[src/hdl/bxavg_pkg.sv]
`timescale 1ns / 1ps
// shared types and constants of the box average downscaler
package bxavg_pkg;

  localparam int CHAN_W  = 8;
  localparam int COORD_W = 12;
  localparam int DIM_W   = 13;
  localparam int FACT_W  = 5;
  localparam int CNT_W   = 10;  // pixels in one block, up to 31 * 31
  localparam int RUN_W   = 13;  // one block row of one channel
  localparam int SUM_W   = 18;  // whole block of one channel
  localparam int NUM_CHAN = 4;

  localparam int MAX_DIM         = 4096;
  localparam int DEF_MAX_COLUMNS = 4096;
  localparam int DEF_MAX_FACTOR  = 16;

  localparam int OP_QUEUE_DEPTH     = 4;
  localparam int RESULT_QUEUE_DEPTH = 2;

  // average fits in a channel, so one quotient bit per channel and step
  localparam int QUOT_STEPS = CHAN_W;
  localparam int QSTEP_W    = $clog2(QUOT_STEPS);

  localparam int REG_IDX_W = 2;
  localparam logic [REG_IDX_W-1:0] REG_SOURCE_WIDTH  = 2'd0;
  localparam logic [REG_IDX_W-1:0] REG_SOURCE_HEIGHT = 2'd1;
  localparam logic [REG_IDX_W-1:0] REG_SCALE_FACTOR  = 2'd2;

  localparam logic [DIM_W-1:0]  RESET_WIDTH  = 13'd512;
  localparam logic [DIM_W-1:0]  RESET_HEIGHT = 13'd512;
  localparam logic [FACT_W-1:0] RESET_FACTOR = 5'd2;

  typedef struct packed {
    logic [CHAN_W-1:0] in_red;
    logic [CHAN_W-1:0] in_green;
    logic [CHAN_W-1:0] in_blue;
    logic [CHAN_W-1:0] in_alpha;
  } pixel_t;

  typedef struct packed {
    logic [CHAN_W-1:0]  out_red;
    logic [CHAN_W-1:0]  out_green;
    logic [CHAN_W-1:0]  out_blue;
    logic [CHAN_W-1:0]  out_alpha;
    logic [COORD_W-1:0] out_column;
    logic [COORD_W-1:0] out_row;
    logic               image_done;
  } result_t;

  // saturated image geometry and derived block sizes
  typedef struct packed {
    logic [DIM_W-1:0]  width;
    logic [DIM_W-1:0]  height;
    logic [FACT_W-1:0] factor;
    logic [FACT_W-1:0] block_w;
    logic [FACT_W-1:0] block_h;
    logic [CNT_W-1:0]  count;
    logic              narrow_w;
    logic              narrow_h;
  } geom_t;

  // one finished block row segment, handed from front to back
  typedef struct packed {
    logic [NUM_CHAN-1:0][RUN_W-1:0] run;
    logic [COORD_W-1:0]             column;
    logic [COORD_W-1:0]             row;
    logic                           first_row;
    logic                           last_row;
    logic                           done;
    logic [CNT_W-1:0]               count;
  } op_t;

endpackage

[src/hdl/bxavg_front.sv]
`timescale 1ns / 1ps
// front: tracks the raster position, sums each block row segment, issues ops
module bxavg_front import bxavg_pkg::*; (
  input  logic   clk,
  input  logic   rst,
  input  geom_t  geom,
  input  logic   push,
  input  pixel_t pixel,
  output logic   full,
  output logic   op_push,
  output op_t    op,
  input  logic   op_full
);

  logic [COORD_W-1:0] col;
  logic [COORD_W-1:0] row;
  logic [FACT_W-1:0]  cm;
  logic [FACT_W-1:0]  rm;
  logic [DIM_W-1:0]   bs;
  logic [DIM_W-1:0]   brs;
  logic [COORD_W-1:0] oc;
  logic [COORD_W-1:0] orow;
  logic [NUM_CHAN-1:0][RUN_W-1:0] run;
  logic [NUM_CHAN-1:0][RUN_W-1:0] run_next;
  logic [NUM_CHAN-1:0][CHAN_W-1:0] px;

  logic [DIM_W:0] f_ext;
  logic [DIM_W:0] w_ext;
  logic [DIM_W:0] h_ext;
  logic           accept;
  logic           col_in;
  logic           row_in;
  logic           col_last_blk;
  logic           row_last_blk;
  logic           col_end;
  logic           row_end;
  logic           col_wrap;
  logic           row_wrap;
  logic           cm_wrap;
  logic           rm_wrap;
  logic           in_range;

  assign px[0] = pixel.in_red;
  assign px[1] = pixel.in_green;
  assign px[2] = pixel.in_blue;
  assign px[3] = pixel.in_alpha;

  assign full   = op_full;
  assign accept = push && !op_full;

  assign f_ext = (DIM_W + 1)'(geom.factor);
  assign w_ext = (DIM_W + 1)'(geom.width);
  assign h_ext = (DIM_W + 1)'(geom.height);

  // a block is kept when it lies wholly inside the image, or the image is smaller than the factor there
  assign col_in = geom.narrow_w || ((DIM_W + 1)'(bs) + f_ext <= w_ext);
  assign row_in = geom.narrow_h || ((DIM_W + 1)'(brs) + f_ext <= h_ext);
  assign col_last_blk = geom.narrow_w || ((DIM_W + 1)'(bs) + f_ext + f_ext > w_ext);
  assign row_last_blk = geom.narrow_h || ((DIM_W + 1)'(brs) + f_ext + f_ext > h_ext);
  assign in_range = col_in && row_in;

  assign col_end  = (cm == geom.block_w - FACT_W'(1));
  assign row_end  = (rm == geom.block_h - FACT_W'(1));
  assign cm_wrap  = (cm == geom.factor - FACT_W'(1));
  assign rm_wrap  = (rm == geom.factor - FACT_W'(1));
  assign col_wrap = (DIM_W'(col) >= geom.width - DIM_W'(1));
  assign row_wrap = (DIM_W'(row) >= geom.height - DIM_W'(1));

  always_comb begin
    for (int k = 0; k < NUM_CHAN; k++) begin
      run_next[k] = ((cm == '0) ? '0 : run[k]) + RUN_W'(px[k]);
    end
  end

  assign op_push      = accept && in_range && col_end;
  assign op.run       = run_next;
  assign op.column    = oc;
  assign op.row       = orow;
  assign op.first_row = (rm == '0);
  assign op.last_row  = row_end;
  assign op.done      = col_last_blk && row_last_blk;
  assign op.count     = geom.count;

  always_ff @(posedge clk) begin
    if (accept && in_range) begin
      run <= run_next;
    end
  end

  always_ff @(posedge clk) begin
    if (rst) begin
      col  <= '0;
      cm   <= '0;
      bs   <= '0;
      oc   <= '0;
      row  <= '0;
      rm   <= '0;
      brs  <= '0;
      orow <= '0;
    end else if (accept) begin
      if (col_wrap) begin
        col <= '0;
        cm  <= '0;
        bs  <= '0;
        oc  <= '0;
        if (row_wrap) begin
          row  <= '0;
          rm   <= '0;
          brs  <= '0;
          orow <= '0;
        end else begin
          row <= row + 1'b1;
          if (rm_wrap) begin
            rm   <= '0;
            brs  <= brs + DIM_W'(geom.factor);
            orow <= orow + 1'b1;
          end else begin
            rm <= rm + 1'b1;
          end
        end
      end else begin
        col <= col + 1'b1;
        if (cm_wrap) begin
          cm <= '0;
          bs <= bs + DIM_W'(geom.factor);
          oc <= oc + 1'b1;
        end else begin
          cm <= cm + 1'b1;
        end
      end
    end
  end

endmodule

[config.mk]
export PLATFORM = sky130hd
export DESIGN_NAME = bxavg_front
export DESIGN_NICKNAME = d
export VERILOG_FILES = /design/src/hdl/bxavg_pkg.sv /design/src/hdl/bxavg_front.sv
export SDC_FILE = /design/constraint.sdc
export NUM_CORES = 1
export LEC_CHECK = 0
export BUFFER_PORTS_ARGS = -buffer_cell sky130_fd_sc_hd__buf_2
export CAP_MARGIN = 20
export CORE_MARGIN = 3
export CORE_UTILIZATION = 35
export CTS_CLUSTER_SIZE = 28
export DETAILED_ROUTE_END_ITERATION = 16
export SLEW_MARGIN = 10
export SYNTH_ARGS = -nofsm -noshare
export SYNTH_HDL_FRONTEND = slang
export SYNTH_SLANG_ARGS = --single-unit
[constraint.sdc]
create_clock -name clk -period 37.1 [get_ports clk]
set_input_delay 5.565 -clock clk [delete_from_list [all_inputs] [get_ports clk]]
set_output_delay 5.565 -clock clk [all_outputs]
set_load 0.05 [all_outputs]
==> After elaboration in Yosys (flattened, before gate mapping) <==
Index checks and enable logic that the tools add are counted.
{ "word_totals": {"ff_bits": 136, "word_cells": 78, "output_inout_bits": 91} }
{ "op_classes": {"reduce_logical": 17, "addsub": 21, "eq_ne": 4, "muxes": 18, "order_cmp": 6} }
{ "ops": {"columns": ["op", "n"], "rows": [
  ["13-bit 2-to-1 mux", 8],
  ["12-bit 2-to-1 mux", 6],
  ["13-bit by 8-bit adder with 13-bit output", 4],
  ["12-bit by 1-bit adder with 12-bit output, second input constant", 4],
  ["13-bit by 5-bit adder with 14-bit output", 2],
  ["14-bit by 5-bit adder with 14-bit output", 2],
  ["14-bit by 13-bit greater-than comparator with 1-bit output", 2],
  ["14-bit by 13-bit less-or-equal comparator with 1-bit output", 2],
  ["13-bit by 5-bit adder with 13-bit output", 2],
  ["12-bit by 13-bit greater-or-equal comparator with 1-bit output", 2],
  ["13-bit by 1-bit subtractor with 13-bit output, second input constant", 2],
  ["5-bit equality test", 4],
  ["5-bit 2-to-1 mux", 4],
  ["5-bit by 1-bit subtractor with 5-bit output, second input constant", 3],
  ["5-bit by 1-bit adder with 5-bit output, second input constant", 2],
  ["5-bit zero test", 2],
  ["1-bit logical AND", 5],
  ["1-bit logical OR", 4],
  ["2-bit AND reduction", 2],
  ["2-bit nonzero test", 2],
  ["3-bit AND reduction", 1],
  ["1-bit zero test", 1]
]} }

==> Logic depth before layout (Yosys ltp) <==
{ "depth": {"ltp_word": 6, "mapped_depth": 19} }

==> Worst setup path before layout <==
Ideal clock, no wire load.
{ "synth_path": {"path_type": "input to output", "startpoint": "input port geom[22] (netlist name)", "endpoint": "output port op_push", "t_required_ns": 31.535, "slack_ns": 14.201, "cell_stages": 15, "arrival_time_ns": 17.334, "path_cell_list": "ha_1 > fa_1 > a211o_1 > a21oi_1 > nor3_1 > xnor2_1 > inv_1 > ha_1 > and4_1 > nand2_1 > a31oi_1 > a211oi_1 > o32ai_1 > a2111oi_0 > and2_1"} }
{ "synth_between": {"elab_chain_len": 6, "word_cells_on_any_way": 9, "classes_between": "add/sub (2); order compare (2); reduce/logical (5)"} }
{ "synth_lines": {"columns": ["item", "line", "rtl"], "rows": [
  ["start, declared", "bxavg_front.sv:6", "input geom_t geom,"],
  ["13-bit by 5-bit adder with 14-bit output (on tied branches)", "bxavg_front.sv:56, bxavg_front.sv:57", null],
  ["14-bit by 13-bit less-or-equal comparator with 1-bit output (on tied branches)", "bxavg_front.sv:56, bxavg_front.sv:57", null],
  ["1-bit logical OR (on tied branches)", "bxavg_front.sv:56, bxavg_front.sv:57", null],
  ["1-bit logical AND *", "bxavg_front.sv:60", "assign in_range = col_in && row_in;"],
  ["1-bit logical AND * (2 in a row)", "bxavg_front.sv:75", "assign op_push = accept && in_range && col_end;"],
  ["end, declared", "bxavg_front.sv:10", "output logic op_push,"]
]} }
Mark *: on every way between the ends. The rest lies on a longest branch, timed or not.

==> qor.txt <==
Final min period: 15710 ps
Initial Util: 0.3611
Clock Latency Late Sink: 440 ps
Crit path launch type: primary input
Worst rel slew slack: 0.4109
Post-Synthesis Net Count: 1566
Leakage: 5.753 nW
Synthesized instance count: 1328
Sink Count: 136
Crit-path max cell delay: 430 ps
Power share of the sequential group: 0.362
Internal: 0.3013 mW
Max Fclk: 0.06366 GHz
Placed Instances: 1876
Wirelength, routed: 30.07 mm
DRC: 0
Pwr Total: 0.4503 mW
Grt ovf: 0
Non-Filler Instances: 1908
Final worst slack: 21390 ps
Slew Limit Fails: 0
Gate power share: 0.253
Tcrit/Tclk final: 0.4234
Core Region: 0.03204 mm^2
Number of I/O pins: 180
Largest net degree at the start of global routing: 54
Hold/Removal Path Class: reg2reg
H-Tree Depth: 4
Req. time, crit path: 31530 ps
Final hold violation count: 0
CP arrival: 10140 ps
CP endpoint kind: output port
Ys flop type: dfxtp_1
Initial DRC Count: 550
Clock Tree Root: clkbuf_16
Final setup viols: 0
Setup TNS: 0 ps
CP bufs+invs: 3
Clock tree from TritonCTS: yes
Clock power frac: 0.385
Fraction of registers with async set/reset: 0
Slowest-stage cell, CP: fa_1
Status: finished clean
Setup bufs post-CTS: 0
P_sw: 0.1489 mW
Critical path peak fanout: 10
Synthesized area: 0.01157 mm^2
Initial antenna violation count: 3
Number of port buffers: 159
Total CTS buffers: 17
Synth Register Bits: 136
RSZ-0062 raised after global routing: false
Cts repair resizes: 0
Syn Area/Cell: 8.713 um^2
Worst Tran Pin Value: 880.3 ps
Hold buffer count at cts: 0
Peak supply drop: 30.94 uV
Min Hold Slack: 489.1 ps
Overall Global Routing Usage: 0.1678
Routed vias: 9978
# rows: 65
Number of global-route vias before repair: 9471
Critical path's top delay family: compound AO/OA/AOI/OAI gates
Worst slack, placed: 21420 ps
Total die area: 0.03528 mm^2
First-pass GRT wire length: 48.60 mm
Vias/cell: 5.230
Critical Path Most Common Cell: ha_1
Post-route ant nets: 0
EDFF count, synth: 52
Hpwl dp: 23.92 mm
YS warnings: 0
Die Y: 187.8 um
Max cap viols: 0
DRT Pass-1 Iters: 6
Die W: 187.8 um
# diodes: 0
Clock buffer depth: 2
PwrDens: 33.88 mW/mm^2
Sw frac: 0.3308
Wire length per cell: 15.76 um
Area Overhead vs Synth: 14.87%
Clk pin slew, worst setup/hold paths: 60 ps
CP Class: in2out
Nets: 1698
Clock Skews: 15.02 ps
Synth cell types: 86
Filler cells: 3269
CP Cell Sequence: buf_2 -> ha_1 -> fa_1 -> xnor2_1 -> inv_1 -> ha_1 -> a21oi_1 -> o21bai_1 -> a21oi_1 -> nand3b_1 -> nor2_1 -> xnor2_1 -> ha_1 -> nand2_1 -> nor2_1 -> a2111oi_0 -> o21ai_0 -> o221ai_1 -> o311ai_1 -> o41a_1 -> buf_2
Gp weighted congestion: 0.8702
Sequential cell area fraction in the yosys report: 0.2803
Layout cell share with drive strength beyond 1: 0.1609
==> cell usage after synthesis, types with 5 or more instances <==
master	count	share of area
a2111oi_0	8	0.0061
a211o_1	5	0.0038
a211oi_1	13	0.0084
a21boi_0	8	0.0052
a21o_1	27	0.018
a21oi_1	84	0.036
a22o_1	11	0.0083
a31o_2	5	0.0038
a31oi_1	5	0.0027
a41oi_1	5	0.0038
and2_1	40	0.022
and3_1	15	0.0081
buf_2	7	0.0030
buf_4	13	0.0084
clkbuf_1	27	0.0088
dfxtp_1	84	0.15
edfxtp_1	52	0.13
fa_1	8	0.014
ha_1	141	0.15
inv_1	116	0.038
nand2_1	75	0.024
nand2b_1	18	0.0097
nand3_1	41	0.018
nand4_1	34	0.018
nor2_1	99	0.032
nor2b_1	22	0.012
nor3_1	17	0.0074
nor3b_1	6	0.0039
nor4_1	7	0.0038
o211ai_1	6	0.0039
o21a_1	6	0.0039
o21ai_0	41	0.018
o21bai_1	5	0.0032
o22ai_2	9	0.0097
o31ai_1	13	0.0084
or2_2	8	0.0043
or3_1	13	0.0070
or4_1	13	0.0084
xnor2_1	97	0.073
xor2_1	47	0.036
==> placed cells by master (no fill, tap or decap), drive strengths merged, types with 22 or more instances in the layout <==
cell type and instances:
a21o 27, a21oi 84, and2 41, buf 165, dfxtp 84, edfxtp 52
ha 141, inv 121, nand2 75, nand3 41, nand4 34, nor2 99
nor2b 22, o21ai 44, xnor2 97, xor2 47
==> sequential cells by signal (all words and copies together), names as in the netlist <==
name and cells:
bs 13, col 12, cm 5, orow 12, oc 12, brs 13, rm 5, run 52
row 12
==> area by class of cell <==
class | count | area, um^2 | share of cell area
flip-flops and latches | 136 | 3243 | 0.2440
repair buffers | 165 | 840.8 | 0.06326
clock buffers | 20 | 459.2 | 0.03455
well taps | 435 | 544.3 | 0.04095
clock inverters | 12 | 137.6 | 0.01035
multi-input cells | 1024 | 7631 | 0.5741
inverters | 116 | 435.4 | 0.03276
==> final timing paths <==
kind | start | end | slack, ps | cells past startpoint
worst min register to register | oc[11] | oc[11] | 490 | 2
worst min-delay path | oc[11] | oc[11] | 490 | 2
worst max register to register | brs[1] | run[16] | 32670 | 15
worst max-delay path | geom[22] | op[10] | 21390 | 21
==> power groups by stage <==
stage                     registers, mW  clock network (mW)  logic [mW]
after floorplan                   0.167                   0      0.0866
after global routing              0.164               0.182       0.125
after detailed placement          0.166                   0       0.114
after CTS                         0.163               0.178       0.115
after global placement            0.166                   0       0.112
final                             0.163               0.173       0.114
==> worst min-delay path, cell delays in order (launching register included) <==
cell	delay [ps]
dfxtp_1	310
o21ai_0	70
a21oi_1	60
==> metrics by stage <==
| stage | cell area (um^2) | util |
|---|---|---|
| after floorplan | 11570 | - |
| after global placement | 12690 | 0.3962 |
| after detailed placement | 12690 | 0.3962 |
| after CTS | 13290 | 0.4148 |
| after global routing | 13290 | 0.4148 |
| final | 13290 | 0.4148 |
==> per-layer routing <==
| layer | track usage | vias to the layer above | share of wire |
|---|---|---|---|
| li1 | - | 5040 | - |
| met1 | 0.2269 | 4674 | 0.47 |
| met2 | 0.2775 | 224 | 0.46 |
| met3 | 0.02879 | 36 | 0.050 |
| met4 | 0.04473 | 4 | 0.016 |
| met5 | 0 | - | 0.00090 |
==> logic make-up (layout without fill, tap and decap cells) <==
| logic type | Yosys count | in the layout | share of synthesized area |
|---|---|---|---|
| AND/OR/NAND/NOR | 436 | 436 | 0.2037 |
| AO/OA/AOI/OAI | 291 | 291 | 0.1746 |
| buffers and inverters | 168 | 313 | 0.06153 |
| adder cells (fa/ha/maj) | 149 | 149 | 0.1663 |
| XOR/XNOR | 144 | 144 | 0.1090 |
| flip-flops | 136 | 136 | 0.2803 |
| multiplexers | 4 | 4 | 0.004541 |
Power figures use the tool's default switching activity.
