`config.mk`:
```
export PLATFORM = sky130hd
export DESIGN_NAME = bxavg_fifo
export DESIGN_NICKNAME = d
export VERILOG_FILES = /design/src/hdl/bxavg_pkg.sv /design/src/hdl/bxavg_fifo.sv
export SDC_FILE = /design/constraint.sdc
export NUM_CORES = 1
export LEC_CHECK = 0
export ABC_AREA = 1
export BUFFER_PORTS_ARGS = -buffer_cell sky130_fd_sc_hd__buf_2
export CAP_MARGIN = 20
export CORE_MARGIN = 3
export CORE_UTILIZATION = 53
export DETAILED_ROUTE_END_ITERATION = 10
export PLACE_DENSITY = 0.77
export SYNTH_ARGS = -nofsm -noshare
export SYNTH_HDL_FRONTEND = slang
export SYNTH_SLANG_ARGS = --single-unit
```
`constraint.sdc`:
```
create_clock -name clk -period 2.5 [get_ports clk]
set_input_delay 0.25 -clock clk [delete_from_list [all_inputs] [get_ports clk]]
set_output_delay 0.25 -clock clk [all_outputs]
set_load 0.005 [all_outputs]
```
`src/hdl/bxavg_pkg.sv`:
```
`timescale 1ns / 1ps
// shared types and constants of the box average downscaler
package bxavg_pkg;

  localparam int CHAN_W  = 8;
  localparam int COORD_W = 12;
  localparam int DIM_W   = 13;
  localparam int FACT_W  = 5;
  localparam int CNT_W   = 10;  // pixels in one block, up to 31 * 31
  localparam int RUN_W   = 13;  // one block row of one channel
  localparam int SUM_W   = 18;  // whole block of one channel
  localparam int NUM_CHAN = 4;

  localparam int MAX_DIM         = 4096;
  localparam int DEF_MAX_COLUMNS = 4096;
  localparam int DEF_MAX_FACTOR  = 16;

  localparam int OP_QUEUE_DEPTH     = 4;
  localparam int RESULT_QUEUE_DEPTH = 2;

  // average fits in a channel, so one quotient bit per channel and step
  localparam int QUOT_STEPS = CHAN_W;
  localparam int QSTEP_W    = $clog2(QUOT_STEPS);

  localparam int REG_IDX_W = 2;
  localparam logic [REG_IDX_W-1:0] REG_SOURCE_WIDTH  = 2'd0;
  localparam logic [REG_IDX_W-1:0] REG_SOURCE_HEIGHT = 2'd1;
  localparam logic [REG_IDX_W-1:0] REG_SCALE_FACTOR  = 2'd2;

  localparam logic [DIM_W-1:0]  RESET_WIDTH  = 13'd512;
  localparam logic [DIM_W-1:0]  RESET_HEIGHT = 13'd512;
  localparam logic [FACT_W-1:0] RESET_FACTOR = 5'd2;

  typedef struct packed {
    logic [CHAN_W-1:0] in_red;
    logic [CHAN_W-1:0] in_green;
    logic [CHAN_W-1:0] in_blue;
    logic [CHAN_W-1:0] in_alpha;
  } pixel_t;

  typedef struct packed {
    logic [CHAN_W-1:0]  out_red;
    logic [CHAN_W-1:0]  out_green;
    logic [CHAN_W-1:0]  out_blue;
    logic [CHAN_W-1:0]  out_alpha;
    logic [COORD_W-1:0] out_column;
    logic [COORD_W-1:0] out_row;
    logic               image_done;
  } result_t;

  // saturated image geometry and derived block sizes
  typedef struct packed {
    logic [DIM_W-1:0]  width;
    logic [DIM_W-1:0]  height;
    logic [FACT_W-1:0] factor;
    logic [FACT_W-1:0] block_w;
    logic [FACT_W-1:0] block_h;
    logic [CNT_W-1:0]  count;
    logic              narrow_w;
    logic              narrow_h;
  } geom_t;

  // one finished block row segment, handed from front to back
  typedef struct packed {
    logic [NUM_CHAN-1:0][RUN_W-1:0] run;
    logic [COORD_W-1:0]             column;
    logic [COORD_W-1:0]             row;
    logic                           first_row;
    logic                           last_row;
    logic                           done;
    logic [CNT_W-1:0]               count;
  } op_t;

endpackage

```
`src/hdl/bxavg_fifo.sv`:
```
`timescale 1ns / 1ps
// small synchronous fifo used between the stages
module bxavg_fifo import bxavg_pkg::*; #(
  parameter int WIDTH = CHAN_W,
  parameter int DEPTH = RESULT_QUEUE_DEPTH
) (
  input  logic             clk,
  input  logic             rst,
  input  logic             push,
  input  logic [WIDTH-1:0] din,
  output logic             full,
  input  logic             pop,
  output logic [WIDTH-1:0] dout,
  output logic             empty
);

  localparam int PTR_W  = $clog2(DEPTH);
  localparam int FILL_W = $clog2(DEPTH + 1);

  logic [WIDTH-1:0]  slots [DEPTH];
  logic [PTR_W-1:0]  wr_ptr;
  logic [PTR_W-1:0]  rd_ptr;
  logic [FILL_W-1:0] fill;
  logic              do_push;
  logic              do_pop;

  assign full    = (fill == FILL_W'(DEPTH));
  assign empty   = (fill == '0);
  assign do_push = push && !full;
  assign do_pop  = pop && !empty;
  assign dout    = slots[rd_ptr];

  always_ff @(posedge clk) begin
    if (do_push) begin
      slots[wr_ptr] <= din;
    end
  end

  always_ff @(posedge clk) begin
    if (rst) begin
      wr_ptr <= '0;
      rd_ptr <= '0;
      fill   <= '0;
    end else begin
      if (do_push) begin
        wr_ptr <= (wr_ptr == PTR_W'(DEPTH - 1)) ? '0 : wr_ptr + 1'b1;
      end
      if (do_pop) begin
        rd_ptr <= (rd_ptr == PTR_W'(DEPTH - 1)) ? '0 : rd_ptr + 1'b1;
      end
      case ({do_push, do_pop})
        2'b10: fill <= fill + 1'b1;
        2'b01: fill <= fill - 1'b1;
        default: fill <= fill;
      endcase
    end
  end

endmodule

```
== Word level (Yosys, flattened, before mapping) ==
Memory sizes are Yosys's and may differ from the RTL's. A register that Yosys moved wholly into a read port is not among the register bits.
Cells that the tools add are included.
Word-level totals
  register bits after elaboration: 4
  bits in writable memories: 16
  bits of input ports: 12
  output and inout port bits: 10
  word-level logic and storage cells: 24
  memories kept: 1
Memories
  slots: words 2, bits a word 8, rd ports 1, clocked after memory_dff 1, write ports 1, line bxavg_fifo.sv:20  | logic [WIDTH-1:0] slots [DEPTH];
Cells by class
  add/sub/neg operators: 4
  equal/unequal tests: 3
  mux-type cells: 7
  reductions and logical operators: 6
Operators with widths (count)
  2-to-1 mux 1 bit: 6
  equality test 2 bit (second input constant): 2
  one-hot mux 2 bit (2 select lines): 1
  adder 1 bit (second input constant): 2
  adder 2 x 1 -> 2 bit (second input constant): 1
  equality test 2 x 1 -> 1 bit (second input constant): 1
  logical AND 1 bit: 2
  logical NOT 1 bit: 2
  logical NOT 2 bit: 1
  nonzero test 2 bit: 1
  subtractor 2 x 1 -> 2 bit (second input constant): 1

== Logic depth before layout (Yosys ltp) ==
Gate-level depths: netlist of the first run.
  depth after elaboration: 5
  depth in mapped cells: 10

== Worst setup path after synthesis of the first run ==
No wires, ideal clock.
  path type: reg2reg
  start: reg fill[0]
  end: mem slots[0][0] in the netlist's numbering, enable pin
  library setup time: 0.370 ns
  arrival: 1.003 ns
  required time: 2.130 ns
  path slack: 1.127 ns
  cell stages (with the launch flop): 5
  buffers on the path: 0
  period minus slack after synthesis: 1.373 ns
  cell sequence: dfxtp_1 -> nor2_4 -> nor2_4 -> inv_2 -> nor2_1
Between the ends
  word-level cells in the longest chain between the ends: 5
Ends and longest elaborated chain
  start: declaration: line bxavg_fifo.sv:23  | logic [FILL_W-1:0] fill;
  start signal: assignment: line bxavg_fifo.sv:52  | 2'b10: fill <= fill + 1'b1;
  start signal: assignment: line bxavg_fifo.sv:53  | 2'b01: fill <= fill - 1'b1;
  start signal: assignment: line bxavg_fifo.sv:54  | default: fill <= fill;
  equality test 2 bit: line bxavg_fifo.sv:27  | assign full = (fill == FILL_W'(DEPTH));
  net full: line bxavg_fifo.sv:11  | output logic full,
  logical NOT 1 bit: line bxavg_fifo.sv:29  | assign do_push = push && !full;
  logical AND 1 bit: line bxavg_fifo.sv:29
  2-to-1 mux 1 bit: line bxavg_fifo.sv:34  | if (do_push) begin
  2-to-1 mux 1 bit (not written as such): line bxavg_fifo.sv:35  | slots[wr_ptr] <= din;
  end: declaration: line bxavg_fifo.sv:20
The timed path passes the listed nets, and every way through them passes these cells.

==> results of run 1 <==
==> state kept, by name, indices dropped and copies added (netlist names), named ones only <==
signal / count
wr_ptr: 1
slots: 16
rd_ptr: 1
fill: 2
==> synth_stat cells <==
cell type,n
nand2_2,1
nor2_1,10
o21ai_0,1
buf_2,1
nand4_1,1
edfxtp_1,16
mux2_2,8
nor2_2,1
inv_1,7
ha_1,1
a21oi_1,1
dfxtp_1,5
inv_2,2
nor2_4,3
nand2_1,7
==> per-layer routing <==
metal	share of wire (%)	wire, um	vias up	GRT usage, %
met1	38	492	239	15.05
met5	0	0	-	0
li1	-	-	262	-
met3	6.7	86	7	3.953
met2	49	632	16	25.55
met4	5.3	68	0	15.34
==> final cells by class <==
type / instances / area (um2) / share of cell area, %
inverter: 9 / 33.78 / 3.396
timing repair buffer: 21 / 105.1 / 10.57
clock inverter: 1 / 5.005 / 0.5031
clock buffer: 3 / 22.52 / 2.264
multi-input combinational: 34 / 229.0 / 23.02
sequential: 21 / 580.6 / 58.36
tap: 15 / 18.77 / 1.887
==> kinds of logic (layout without fill, tap and decap cells) <==
logic type	Yosys count	count (layout)	synth area share [%]
multiplexers	8	8	10.62
AO/OA/AOI/OAI	2	2	1.179
flip-flops	21	21	68.44
buffers and inverters	10	34	4.573
adder cells (fa/ha/maj)	1	1	1.475
AND/OR/NAND/NOR	23	23	13.72
==> where the power goes <==
part / switching (uW) / total (uW) / internal (uW) / leakage, uW
clock: 101 / 161 / 59.7 / 0.0000177
combinational: 104 / 201 / 97.5 / 0.000216
sequential: 35.0 / 462 / 427 / 0.000191
total: 240 / 825 / 585 / 0.000425
==> worst paths after layout <==
path                                 from           to  slack, ps
worst min-delay path               din[0]  slots[1][0]        120
worst max register to register    fill[0]  slots[0][7]        930
worst min register to register     rd_ptr       rd_ptr        520
worst max-delay path            flip-flop      dout[6]        910
==> per-stage QoR <==
stage	cell area, um2	hold WS (ps)	instances	setup WS [ps]
6_report	994.7	122.6	104	908.3
5_1_grt	994.7	109.9	104	830.2
4_1_cts	994.7	112.4	104	875.2
3_5_place_dp	967.2	441.8	100	926.6
3_3_place_gp	967.2	439.8	100	980.8
2_1_floorplan	848.3	348.9	65	1127
==> results.txt, run 1 <==
Yosys Warn Count -> 0
latest clock arrival within the worst-skew pair -> 300 ps
most frequent cells in the layout -> buf_2 (21), edfxtp_1 (16), nor2_1 (10)
Area Overhead vs Synth -> 17.26%
min cycle time layout -> 1592 ps
HP Class -> input port to flip-flop
drt pass-1 iters -> 4
critical path class -> flip-flop to output pin
synth unique cells -> 15
hold path cells -> 1
height of the die -> 46.01 um
CP startpoint kind -> flip-flop
CTS H-tree depth -> 1
Yosys top cell area share -> 56.64%
syn nets -> 78
GR Overflow Total -> 0
Reg clk slew, reported paths -> 120 ps
hold_buf cts -> 0
Post-Syn Area -> 848.3 um2
DRC Markers -> 0
IO Pins -> 22
post-cts sizing count -> 0
CTS Buffer Depth -> 2
status -> finished, final reports clean
Avg WL per Cell -> 12.30 um
max incr delay on CP -> 540 ps
Clock Skew -> 5.868 ps
flops & latches, synth -> 21
CTS Sinks -> 21
relative slew slack -> 55.05%
initial antenna violation count -> 0
reg2reg path depth -> 4
Final period util -> 63.67%
final hold viol count -> 0
final antenna-violating net count -> 0
CP delay by family, top -> flip-flops
Leak -> 0.0004246 uW
total CTS buffers -> 3
vias in the first global route -> 502
register area share after synthesis -> 68.44%
slowest library cell on the worst path -> dfxtp_1
ant diodes -> 0
largest cells by area after synthesis -> edfxtp_1 (57%), dfxtp_1 (12%), mux2_2 (11%), nor2_1 (4.4%), nor2_4 (4.0%)
hpwl dp -> 991.5 um
first-pass GRT wire length -> 2.118 mm
filler cell count -> 109
core area -> 1399 um2
Critical Path Stages -> 2
CTS tree -> done
Pwr per Cell Area -> 829.0 nW/um2
Total Power -> 824.6 uW
Total Wirelength -> 1.279 mm
DR vias -> 524
Final setup viols -> 0
post-synth top area cell -> edfxtp_1
Vias/cell -> 5.038
CTS root buf -> clkbuf_4
CP Cell Sequence -> mux2_2, buf_2
CP endpoint kind -> output pin
unrepaired setup endpoints after global routing -> false
All-Layer GR Usage -> 15.49%
maxcap violations -> 0
critical path peak fanout -> 8
largest net degree at the start of global routing -> 13
Syn Area/Cell -> 13.05 um2
setup bufs post-CTS -> 0
fin util -> 71.11%
initial DRC count -> 21
VDD IR max -> 536.2 uV
worst-margin pin slew -> 671.7 ps
FP Rows -> 13
Die W -> 46.01 um
Worst Path Buf+Inv -> 1
IO buf count -> 21
Net count, final -> 103
GPL Wtd Cong -> 0.6615
WP data arrival -> 1340 ps
Cells after Synth -> 65
fraction of layout cells with a size suffix above 1 -> 44.94%
Crit path required time -> 2250 ps
initial core utilization -> 60.64%
Final Max Tran Viols -> 0
Fmax -> 628.3 MHz
most common cell after layout, fill and taps aside -> buf_2
DIE AREA -> 2116 um2
final setup TNS -> 0 ps
Power figures use the tool's default switching activity.
==> run 2, diff against run 1 <==
Settings changed: CORE_UTILIZATION 53 to 45, PLACE_DENSITY 0.77 to 0.69.
Clock period 2.5 ns to 1.46 ns, I/O delays scaled along.
==> results.txt, run 2 (synthesis gave the netlist of run 1 again) <==
status -> finished, final reports clean
DRC Markers -> 0 (unchanged)
DIE AREA -> 2442 um2 (+15%)
IO buf count -> 21 (unchanged)
worst-margin pin slew -> 332.4 ps (-339.3 ps)
Critical Path Stages -> 2 (unchanged)
met1 Use GR -> 11.64% (-3.4 points)
Total Wirelength -> 1.355 mm (+5.9%)
Post-DP Area -> 987.2 um2 (+2.1%)
HP Start -> din[5]
total CTS buffers -> 3 (unchanged)
GR Util met3 -> 4.281% (+0.33 points)
vias in the first global route -> 532 (+6.0%)
HP Class -> input port to flip-flop
CTS root buf -> clkbuf_4
CTS Sinks -> 21 (unchanged)
reg2reg path depth -> 6 (+2)
WP data arrival -> 1220 ps (-120 ps)
GPL Wtd Cong -> 0.7647 (+16%)
Vias/cell -> 4.776 (-5.2%)
Final Max Tran Viols -> 0 (unchanged)
Worst Path Buf+Inv -> 1 (unchanged)
Reg with most FFs -> slots
filler cell count -> 165 (+51%)
Final period util -> 93.64%
Leak -> 0.0004324 uW (+1.9%)
initial core utilization -> 48.60% (-12 points)
DR vias -> 554 (+5.7%)
CP startpoint kind -> flip-flop
RR Startpoint -> fill[1]
initial antenna violation count -> 0 (unchanged)
unrepaired setup endpoints after global routing -> false
VDD IR max -> 862.6 uV (+61%)
CTS tree -> done
final hold viol count -> 0 (unchanged)
core area -> 1745 um2 (+25%)
CP delay by family, top -> flip-flops
Fmax -> 731.4 MHz
Clock Skew -> 5.679 ps (-0.1890 ps)
largest net degree at the start of global routing -> 12 (-1)
Largest register FFs -> 16 (unchanged)
max incr delay on CP -> 450 ps (-90 ps)
Pwr per Cell Area -> 1405 nW/um2 (+70%)
hold path cells -> 1 (unchanged)
Area Overhead vs Synth -> 22.86%
most frequent cells in the layout -> buf_2 (21), edfxtp_1 (16), nor2_1 (10)
CP Cell Sequence -> mux2_2, buf_2
Regs by FF count -> slots x16, fill x2
Psw -> 419.4 uW (+75%)
CTS H-tree depth -> 1 (unchanged)
ant diodes -> 0 (unchanged)
Die W -> 49.42 um (+7.4%)
slowest library cell on the worst path -> dfxtp_2
GR Overflow Total -> 0 (unchanged)
FP Rows -> 15 (+2)
met2 Resource Use GR -> 21.43% (-4.1 points)
GR peak layer -> met2
Sequential Power Share -> 55.0% (-1.1 points)
critical path class -> flip-flop to output pin
Crit path required time -> 1310 ps (-940 ps)
IO Pins -> 22 (unchanged)
Avg WL per Cell -> 11.68 um (-5.0%)
height of the die -> 49.42 um (+7.4%)
first-pass GRT wire length -> 2.111 mm (-0.33%)
min cycle time layout -> 1367 ps
Net Sw Frac -> 28.64% (-0.46 points)
CTS Buffer Depth -> 2 (unchanged)
Final Cell Area -> 1042 um2 (+4.8%)
Clk network pwr share -> 17.8% (-1.7 points)
final antenna-violating net count -> 0 (unchanged)
CP endpoint kind -> output pin
fin util -> 59.71% (-11 points)
hpwl dp -> 969.6 um (-2.2%)
initial DRC count -> 17 (-19%)
most common cell after layout, fill and taps aside -> buf_2
Int Pwr -> 1045 uW (+79%)
fraction of layout cells with a size suffix above 1 -> 50.55% (+5.6 points)
combinational power share -> 27.2% (+2.8 points)
All-Layer GR Usage -> 11.75% (-3.7 points)
drt pass-1 iters -> 4 (unchanged)
latest clock arrival within the worst-skew pair -> 290 ps (about the same)
Net count, final -> 105 (+1.9%)
Reg clk slew, reported paths -> 110 ps (about the same)
critical path peak fanout -> 8 (unchanged)
relative slew slack -> 77.82% (+23 points)
hold_buf cts -> 0 (unchanged)
maxcap violations -> 0 (unchanged)
Final setup viols -> 0 (unchanged)
## run 2: changes by cell type in the layout (fill, tap and decap cells not counted)
| cell | change |
|---|---|
| inv_1 | -1 |
| dfxtp_2 | +1 |
| dfxtp_1 | -3 |
| dfxtp_4 | +2 |
| clkbuf_1 | +1 |
| buf_4 | +2 |
| ha_1 | -1 |
| ha_4 | +1 |
| clkinv_2 | -1 |
| inv_2 | +1 |
## run 2: final timing paths
path                                    end  slack [ps]
worst max register to register  slots[1][0]         110
worst min-delay path            slots[1][5]          40
worst min register to register       rd_ptr         520
worst max-delay path                dout[6]          90
## run 2: per-layer routing
layer	vias to the layer above	part of all wire, %
met1	271	39
met2	13	56
met5	-	0
li1	268	-
met4	0	0.44
met3	2	5.0
## run 2: area by class of cell
type / instances / area (um2) / share of cell area, %
Sequential cell: 21 / 589.3 / 56.54
Timing Repair Buffer: 23 / 120.1 / 11.52
Inverter: 9 / 33.78 / 3.241
Multi-Input combinational cell: 34 / 241.5 / 23.17
Clock buffer: 4 / 26.28 / 2.521
Tap cell: 25 / 31.28 / 3.001
## run 2: repair_timing
| item | CTS | global route |
|---|---|---|
| pin swaps | 0 | 2 |
| gates resized for setup | 2 | 5 |
| setup endpoints to repair | 9 | 1 |
| buffers inserted | 0 | 1 |
## run 2: power groups by stage
stage | registers, uW | logic (uW) | clock network [uW]
after floorplan | 781 | 255 | 0
after global placement | 806 | 341 | 0
after detailed placement | 811 | 359 | 0
after CTS | 800 | 361 | 271
after global routing | 820 | 437 | 298
final | 805 | 399 | 261
## run 2: stage by stage
step	hold WS [ps]	setup WS, ps	setup TNS (ps)	cells	power [uW]
finish	42.04	92.84	0	116	1465
global route	14.39	1.846	0	116	1555
CTS	33.52	46.21	0	115	1432
detailed placement	339.5	-1.537	-1.537	111	1169
global placement	333.6	123.9	0	111	1147
floorplan	244.9	87.12	0	65	1036
==> run 3, diff against run 2 <==
Settings changed: ABC_AREA 1 to unset, CORE_UTILIZATION 45 to 48, PLACE_DENSITY 0.69 to 0.71.
Clock period 1.46 ns to 1.45 ns, I/O delays scaled along.
==> results.txt, run 3 <==
status -> finished, final reports clean
RR Endpoint -> fill[1]
critical path peak fanout -> 4 (-4)
height of the die -> 46.78 um (-5.3%)
CTS tree -> done
CP endpoint kind -> flip-flop
critical path class -> flip-flop to flip-flop
Clock Skew -> 5.477 ps (-0.2021 ps)
CTS Buffer Depth -> 2 (unchanged)
synth unique cells -> 17 (+2)
combinational power share -> 34.0% (+6.8 points)
r2r setup slk -> 50 ps (-60 ps)
fraction of layout cells with a size suffix above 1 -> 58.97% (+8.4 points)
Clk network pwr share -> 15.4% (-2.4 points)
min cycle time layout -> 1396 ps
DRC Markers -> 0 (unchanged)
Sequential Power Share -> 50.6% (-4.4 points)
DR vias -> 466 (-16%)
most common cell after layout, fill and taps aside -> buf_2
most numerous cell in the Yosys netlist -> edfxtp_1
Crit path required time -> 1680 ps (+370 ps)
Yosys top cell area share -> 60.19% (+3.6 points)
initial DRC count -> 11 (-6)
IO Pins -> 22 (unchanged)
Reg with most FFs -> slots
register area share after synthesis -> 72.73% (+4.3 points)
syn nets -> 64 (-18%)
Final Max Tran Viols -> 0 (unchanged)
CTS root buf -> clkbuf_4
post-synth top area cell -> edfxtp_1
Final period util -> 96.25%
worst-margin pin slew -> 387.2 ps (+54.79 ps)
relative slew slack -> 74.19% (-3.6 points)
CTS H-tree depth -> 1 (unchanged)
ant diodes -> 0 (unchanged)
Vias/cell -> 4.957 (+3.8%)
WP data arrival -> 1630 ps (+410 ps)
Final setup viols -> 0 (unchanged)
initial antenna violation count -> 0 (unchanged)
VDD IR max -> 1068 uV (+24%)
reg2reg path depth -> 5 (-1)
Primary FF master, synth -> edfxtp_1
final antenna-violating net count -> 0 (unchanged)
multi-input logic area -> 229.0 um2 (-5.2%)
hold_buf cts -> 0 (unchanged)
GPL Wtd Cong -> 0.6825 (-11%)
drt pass-1 iters -> 3 (-1)
setup bufs post-CTS -> 0 (unchanged)
latest clock arrival within the worst-skew pair -> 290 ps (about the same)
Post-synth EDFFs -> 16 (unchanged)
Area Overhead vs Synth -> 25.55%
Synth top cells by count -> edfxtp_1 (16), mux2_2 (8), dfxtp_1 (5), nor2_1 (4)
CTS Sinks -> 21 (unchanged)
filler cell count -> 125 (-24%)
Total Wirelength -> 1.314 mm (-3.0%)
Net Sw Frac -> 28.84% (+0.20 points)
FP Rows -> 14 (-1)
Async SR Flop Fraction -> 0% (unchanged)
Avg WL per Cell -> 13.98 um (+20%)
final hold viol count -> 0 (unchanged)
flops & latches, synth -> 21 (unchanged)
total CTS buffers -> 3 (unchanged)
CP startpoint kind -> flip-flop
Syn Area/Cell -> 15.65 um2 (+20%)
IO buf count -> 21 (unchanged)
Pwr per Cell Area -> 1729 nW/um2 (+23%)
fin util -> 65.02% (+5.3 points)
Hold Crit Endpoint -> slots[0][2]
Die W -> 46.78 um (-5.3%)
Int Pwr -> 1233 uW (+18%)
first-pass GRT wire length -> 1.814 mm (-14%)
HP Start -> din[2]
Psw -> 499.6 uW (+19%)
initial core utilization -> 51.79% (+3.2 points)
largest net degree at the start of global routing -> 13 (+1)
Largest register FFs -> 16 (unchanged)
Fmax -> 716.5 MHz
DIE AREA -> 2188 um2 (-10%)
largest cells by area after synthesis -> edfxtp_1 (60%), dfxtp_1 (13%), mux2_2 (11%), xnor2_1 (2.2%), nor2_1 (1.9%)
Reg clk slew, reported paths -> 110 ps (about the same)
Cells after Synth -> 51 (-22%)
All-Layer GR Usage -> 12.94% (+1.2 points)
Storage cell area -> 586.8 um2 (-0.42%)
Regs by FF count -> slots x16, fill x2
Net count, final -> 92 (-12%)
Yosys Warn Count -> 0 (unchanged)
Post-Syn Area -> 798.3 um2 (-5.9%)
core area -> 1541 um2 (-12%)
HP Class -> input port to flip-flop
Leak -> 0.0004018 uW (-7.1%)
RR Startpoint -> fill[0]
setup ws final -> 54.35 ps (-38.50 ps)
hold path cells -> 1 (unchanged)
vias in the first global route -> 401 (-25%)
maxcap violations -> 0 (unchanged)
GR Overflow Total -> 0 (unchanged)
hpwl dp -> 937.4 um (-3.3%)
most frequent cells in the layout -> buf_2 (21), edfxtp_1 (16), mux2_2 (8)
dpl ws -> -15.64 ps (-14.11 ps)
==> run 3: worst max-delay path by stage <==
| stage | slack [ps] | startpoint | end | depth (start not counted) |
|---|---|---|---|---|
| after floorplan | 40 | fill[0] | fill[1] | 5 |
| after CTS | 10 | fill[1] | fill[1] | 4 |
| after global routing | -5 | fill[0] | fill[1] | 6 |
| after detailed placement | -20 | fill[0] | slots[0][2] | 4 |
| final | 50 | fill[0] | fill[1] | 5 |
| after global placement | 40 | fill[0] | slots[0][7] | 4 |
==> run 3: critical path, stage by stage, from the launching register on <==
cell and delay [ps]:
dfxtp_2 360, nand2b_2 200, nand2_2 90, ha_4 200
or3_1 350, a21oi_2 130
==> run 3: cells by family (layout without fill, tap and decap cells) <==
family / after synthesis / after routing / synth area share (%)
compound gates: 5 / 5 / 3.449
buf+inv: 4 / 31 / 1.880
flops: 21 / 21 / 72.73
xor+xnor: 3 / 3 / 3.292
mux: 8 / 8 / 11.29
simple gates: 9 / 9 / 5.799
fa+ha+maj: 1 / 1 / 1.567
==> run 3: layer usage <==
layer | up-vias | part of all wire [%] | global-route usage (%)
met5 | - | 0 | 0
li1 | 240 | - | -
met3 | 2 | 4.5 | 3.448
met2 | 11 | 49 | 20.33
met1 | 213 | 45 | 15.71
met4 | 0 | 1.6 | 8.287
==> run 3: repair_timing <==
action                     in CTS  in global routing
pin swaps                       0                  3
gates resized for setup         3                  6
hold endpoints to repair        0                  0
setup endpoints to repair      17                  1
==> run 3: cell type report <==
type                    count  area share, %
multi-input cells          26          22.85
inverters                   3          1.124
clock inverters             1         0.4994
repair buffers             24          12.73
clock buffers               3          2.247
flip-flops and latches     21          58.55
well taps                  16          1.998
==> run 3: per-stage QoR <==
stage                     hold slack (ps)  cell area (um2)  instances  setup TNS (ps)  total power, uW
final                               33.90             1002         94               0             1733
after global routing                16.15             1002         94          -5.132             1845
after CTS                           28.96            972.2         94               0             1684
after detailed placement            338.7            942.2         90          -123.9             1414
after global placement              340.1            942.2         90               0             1397
after floorplan                     214.1            798.3         51               0             1175
==> run 3: power groups by stage <==
| stage | Clock (uW) | Sequential [uW] | Combinational [uW] |
|---|---|---|---|
| floorplan | 0 | 832 | 343 |
| global placement | 0 | 864 | 533 |
| detailed placement | 0 | 871 | 543 |
| CTS | 272 | 863 | 550 |
| global route | 301 | 895 | 649 |
| finish | 266 | 877 | 589 |
